<file path="src/pcpm_div.sv">
// shared restoring divider, one quotient bit per cycle
module pcpm_div #(
  parameter int NUM_W = 37,
  parameter int DEN_W = 21
) (
  input  logic             clk,
  input  logic             rst,
  input  logic             start,
  input  logic [NUM_W-1:0] num,
  input  logic [DEN_W-1:0] den,
  output logic             done,
  output logic [NUM_W-1:0] quot
);
  localparam int CNT_W = $clog2(NUM_W + 1);

  logic [DEN_W-1:0] rem;
  logic [NUM_W-1:0] quo;
  logic [DEN_W-1:0] dvs;
  logic [CNT_W-1:0] cnt;
  logic             busy;
  logic [DEN_W:0]   trial;
  logic             ge;

  // trial subtract of the shifted remainder
  always_comb begin
    trial = {rem, quo[NUM_W-1]};
    ge    = trial >= {1'b0, dvs};
  end

  // control
  always_ff @(posedge clk) begin
    if (rst) begin
      busy <= 1'b0;
      done <= 1'b0;
      cnt  <= '0;
    end else begin
      done <= 1'b0;
      if (start) begin
        busy <= 1'b1;
        cnt  <= CNT_W'(NUM_W);
      end else if (busy) begin
        cnt <= cnt - CNT_W'(1);
        if (cnt == CNT_W'(1)) begin
          busy <= 1'b0;
          done <= 1'b1;
        end
      end
    end
  end

  // datapath
  always_ff @(posedge clk) begin
    if (start) begin
      rem <= '0;
      quo <= num;
      dvs <= den;
    end else if (busy) begin
      if (ge) begin
        rem <= DEN_W'(trial - {1'b0, dvs});
      end else begin
        rem <= trial[DEN_W-1:0];
      end
      quo <= {quo[NUM_W-2:0], ge};
    end
  end

  assign quot = quo;
endmodule
</file>
<file path="config.mk">
export PLATFORM = sky130hd
export DESIGN_NAME = pcpm_div
export DESIGN_NICKNAME = d
export VERILOG_FILES = /design/src/pcpm_div.sv
export SDC_FILE = /design/constraint.sdc
export NUM_CORES = 1
export LEC_CHECK = 0
export BUFFER_PORTS_ARGS = -buffer_cell sky130_fd_sc_hd__buf_2
export CAP_MARGIN = 20
export CELL_PAD_IN_SITES_DETAIL_PLACEMENT = 1
export CELL_PAD_IN_SITES_GLOBAL_PLACEMENT = 1
export CORE_MARGIN = 1.5
export CORE_UTILIZATION = 43
export DETAILED_ROUTE_END_ITERATION = 7
export GPL_ROUTABILITY_DRIVEN = 1
export HOLD_SLACK_MARGIN = 0.05
export PLACE_DENSITY = 0.79
export SLEW_MARGIN = 20
export SYNTH_ARGS = -nofsm -noshare
export SYNTH_HDL_FRONTEND = slang
export SYNTH_SLANG_ARGS = --single-unit
export TNS_END_PERCENT = 1
</file>
<file path="constraint.sdc">
create_clock -name clk -period 3.6 [get_ports clk]
set_input_delay 0.18 -clock clk [delete_from_list [all_inputs] [get_ports clk]]
set_output_delay 0.18 -clock clk [all_outputs]
set_load 0.02 [all_outputs]
</file>
After elaboration in Yosys (flattened, before gate mapping)
Index checks and enable logic that the tools add are counted.
{"block": "op_classes", "n_addsub": 2, "n_bitwise": 1, "n_reduce_logical": 3, "mux": 9, "n_eq_ne": 1, "n_lt_le_gt_ge": 1}
{"op": "37-bit 2-to-1 mux", "count": 2}
{"op": "22-bit by 21-bit greater-or-equal comparator with 1-bit output", "count": 1}
{"op": "21-bit 2-to-1 mux", "count": 1}
{"op": "21-bit subtractor", "count": 1}
{"op": "6-bit 2-to-1 mux", "count": 2}
{"op": "6-bit by 1-bit == test with 1-bit output (second input constant)", "count": 1}
{"op": "6-bit by 1-bit subtractor with 6-bit output (second input constant)", "count": 1}
{"op": "1-bit 2-to-1 mux", "count": 4}
{"op": "3-bit OR reduction", "count": 1}
{"op": "2-bit nonzero test", "count": 1}
{"op": "2-bit OR reduction", "count": 1}
{"op": "1-bit NOT", "count": 1}
{"block": "word_totals", "register_bits": 87, "input_bits": 61}

Depth between registers and ports, before layout
{"block": "logic_depth", "ltp_word": 4, "mapped_depth": 13}

Least setup slack after synthesis
Ideal clock, no wire load.
{"block": "synth_path", "kind": "register to register", "startpoint": "reg quo[36] (netlist: quot[36])", "endpoint": "reg quo[0] (netlist: quot[0]), data pin", "synth_period_minus_slack_ps": 2966, "setup_ps": 269, "arrival_ps": 2698, "required_time_ps": 3331, "path_stages_with_launch": 13, "path_slack_ps": 634, "n_path_buf": 2, "cell_sequence": "edfxtp_1 -> inv_1 -> ha_1 -> inv_1 -> fa_1 -> a21o_1 -> a221o_1 -> a21oi_4 -> a31o_4 -> o211a_4 -> buf_8 -> buf_4 -> mux2i_1"}
{"block": "synth_via", "elab_chain_len": 3}
{"element": "start: declaration", "line": "17", "text": "logic [NUM_W-1:0] quo;"}
{"element": "start signal: assignment", "line": "55", "text": "quo <= num;"}
{"element": "start signal: assignment", "line": "63", "text": "quo <= {quo[NUM_W-2:0], ge};"}
{"element": "22-bit by 21-bit greater-or-equal comparator with 1-bit output", "line": "27", "text": "ge = trial >= {1'b0, dvs};"}
{"element": "37-bit 2-to-1 mux", "line": "57", "text": "end else if (busy) begin"}
{"element": "37-bit 2-to-1 mux", "line": "53", "text": "if (start) begin"}
No other way between the ends. The select of a mux whose other input is x is not followed.
A chain may end at the register's enable or synchronous reset.

Worst setup path in the final report
{"block": "layout_path", "startpoint": "reg quo[36] (netlist: quot[36])", "endpoint": "reg rem[3]"}
{"block": "layout_via", "elab_chain_len": 2, "elab_cells_between_ends": 3, "classes_between": "add/sub (1); order compare (1); mux (1)"}
{"element": "21-bit subtractor / 22-bit by 21-bit greater-or-equal comparator with 1-bit output (equally long branches)", "line": "59, 27"}
{"element": "21-bit 2-to-1 mux (*)", "line": "58", "text": "if (ge) begin"}
{"element": "end signal: assignment", "line": "59", "text": "rem <= DEN_W'(trial - {1'b0, dvs});"}
{"element": "end signal: assignment", "line": "61", "text": "rem <= trial[DEN_W-1:0];"}
{"element": "end: declaration", "line": "16", "text": "logic [DEN_W-1:0] rem;"}
Every way passes the cells marked *; elsewhere a longest branch is shown, timed or not.

==> reports/qor.yml <==
outcome:
  status: "complete, no violations"
routing:
  routed-via-count: 3622
  post-route-drc-count: 0
  wl_per_cell_um: 16.7
  drtIter0Drc: 214
  wl_um: 11200
  via_per_inst: 5.40
  dr.pass1.iters: 4
  ant_nets: 0
cts:
  cts.path.max_buffers: 2
  h-tree-depth: 3
  cts_tree: "done"
  cts_resized: 0
  clock_latency_ns: 0.37
  cts_buffers: 9
  clkTransAtPathRegs_ns: 0.09
  root_buffer: "clkbuf_8"
  cts_sinks: 87
worst_setup_path:
  path_cells: "inv_1 -> ha_1 -> inv_1 -> fa_1 -> a21o_1 -> a221o_1 -> a21oi_4 -> a31o_4 -> o211a_4 -> mux2i_1 -> a211oi_1"
  r2r_end: "rem[3]"
  r2r-start: "quot[36]"
  ff2ff_path_depth: 11
  critical_path_class: "flop to flop"
  crit_top_cell: "inv_1"
  crit_family: "compound AO/OA/AOI/OAI gates"
  path_depth: 11
  crit_arrival_ns: 3.47
  r2r_slack_ns: 0.39
  worstPathMaxFanout: 30
  critPathBufInv: 2
  critPathLaunchType: "flop"
  critical_path.endpoint: "rem[3]"
  slowest_stage: "a221o_1"
  endpoint_kind: "flop"
  crit_required_ns: 3.87
  cp_slowest_stage_delay_ns: 0.45
  startpoint: "quot[36]"
global_route:
  grt_pass1_vias: 3731
  grt_pass1_wl_um: 18100
  grt-ovfl-total: 0
  antenna_found_initial: 0
  grt_max_degree: 56
  track_usage_pct: 20.2
place:
  dp_hpwl_um: 7910
  preCtsSetupSlack_ns: 0.410
  io_buffers: 98
  gp_congestion: 0.883
hold_path:
  worst_hold_path_type: "primary input to flop"
  min_path_cells: 2
synth:
  syn-num-nets: 505
  syn_avg_cell_area_um2: 11.1
  synth.area.top_cells: "edfxtp_1 37%, dfxtp_1 12%, mux2_2 8.7%"
  synth_flop_cell: "edfxtp_1"
  synth_edf_count: 58
  yosysWarnings: 0
  yosysTopAreaCell: "edfxtp_1"
  synth_common_cells: "58 x edfxtp_1, 36 x mux2_2, 32 x nor2_1, 31 x inv_1, 29 x dfxtp_1"
  synth_most_common_cell: "edfxtp_1"
  synth_seq_cells: 87
  synthDistinctLibCells: 53
  async_flop_share_pct: 0
  synth.top_cell.area_share_pct: 37.3
  ys_seq_area_share_pct: 49.7
  synth_area_um2: 4670
  syn_inst: 420
power:
  power_frac_seq_pct: 51.3
  power.density_nw_per_um2: 418
  clkPwrFrac_pct: 26.5
  netSwitchingFraction_pct: 30.6
  worst_ir_drop_vdd_mv: 0.279
  switchingPower_mw: 0.719
  p_leak_nw: 2.39
  p_comb_share_pct: 22.2
  p_int_mw: 1.63
sta:
  finClkSkew_ns: 0.0143
  rsz0062_at_grt: "no"
  slew_violations: 0
  fin_crit_sh_pct: 89.1
  min_period_ns: 3.21
  worst_pin_slew_ns: 0.729
  setup_viol: 0
  finalHoldViolations: 0
  fmax_mhz: 312
  layout_setup_ws_ns: 0.393
  timing.slew.headroom_pct: 51.2
  finalSetupTns_ns: 0
final_layout:
  regArea_um2: 2320
  layout.nets: 615
  fill_cells: 1174
  area_delta_synth_final_pct: 20.5
  drive_gt1_share_pct: 29.9
  multi_input_area_um2: 2110
  num_antenna_cells: 0
floorplan:
  start_util_pct: 44.8
  die_w_um: 107
  die-area_um2: 11500
  core_um2: 10400
  fp.dieH_um: 107
  io_pins: 99
  fp-row-count: 37
flow_run:
  drv_cap: 0
-- power by group through the flow --
stage,logic (mW),registers (mW),clock network (mW)
6_report,0.522,1.21,0.624
3_5_place_dp,0.503,1.23,0
4_1_cts,0.524,1.21,0.647
3_3_place_gp,0.489,1.22,0
2_1_floorplan,0.294,1.28,0
5_1_grt,0.574,1.22,0.674
-- layout by cell type (no fill, tap or decap), drive strengths merged, types with 4 or more instances in the layout --
cell type	n
o31ai	5
a211oi	12
nand3	12
nor3	6
mux2i	14
nor2	32
inv	32
ha	23
nor2b	4
o21ai	15
mux2	36
a21oi	22
nand2	27
dlygate4sd3	21
buf	102
dfxtp	29
clkbuf	10
xor2	9
edfxtp	58
xnor2	12
a32oi	4
-- per-stage QoR --
stage	instances	hold slack [ns]	total power [mW]	area [um^2]	util, %
6_report	671	0.0939	2.35	5630	54.0
5_1_grt	671	0.0837	2.47	5630	54.0
4_1_cts	671	0.0725	2.38	5630	54.0
3_5_place_dp	634	0.359	1.73	5250	50.4
3_3_place_gp	634	0.356	1.71	5250	50.4
2_1_floorplan	420	0.279	1.57	4670	-
-- what timing repair did --
item,in CTS,in global routing
hold endpoints to repair,21,0
hold buffers,21,0
endpoints found under the setup margin,0,0
setup buffers,0,0
-- worst min-delay path by stage --
stage,start,slack (ns),end
3_3_place_gp,den[16],0.36,dvs[16]
5_1_grt,rst,0.08,cnt[3]
4_1_cts,rst,0.07,cnt[2]
2_1_floorplan,den[0],0.28,dvs[0]
3_5_place_dp,den[16],0.36,dvs[16]
6_report,rst,0.09,cnt[2]
-- routing by layer --
layer	share of wire [%]	global-route usage (%)
met5	0	0
met4	1.2	6.00
met3	4.6	5.35
met2	51	34.9
met1	43	24.6
-- cell type report --
type | count | area share, %
Inverter | 31 | 2.07
Timing Repair Buffer | 123 | 13.0
Sequential cell | 87 | 41.3
Clock inverter | 6 | 0.800
Clock buffer | 10 | 2.27
Tap cell | 136 | 3.02
Multi-Input combinational cell | 278 | 37.6
-- state kept, by name (all words and copies together), names as in the netlist --
| name | count |
|---|---|
| quot | 37 |
| dvs | 21 |
| rem | 21 |
| cnt | 6 |
| busy | 1 |
| done | 1 |
-- cells by family (layout without fill, tap and decap cells) --
group                    after synthesis  count (layout)  share of synthesized area (%)
flip-flops                            87              87                           49.7
multiplexers                          50              50                           11.7
adder cells (fa/ha/maj)               24              24                           6.59
buffers and inverters                 55             170                           5.01
AO/OA/AOI/OAI                         85              85                           13.1
XOR/XNOR                              21              21                           3.94
AND/OR/NAND/NOR                       98              98                           9.91
Power figures use the tool's default switching activity.
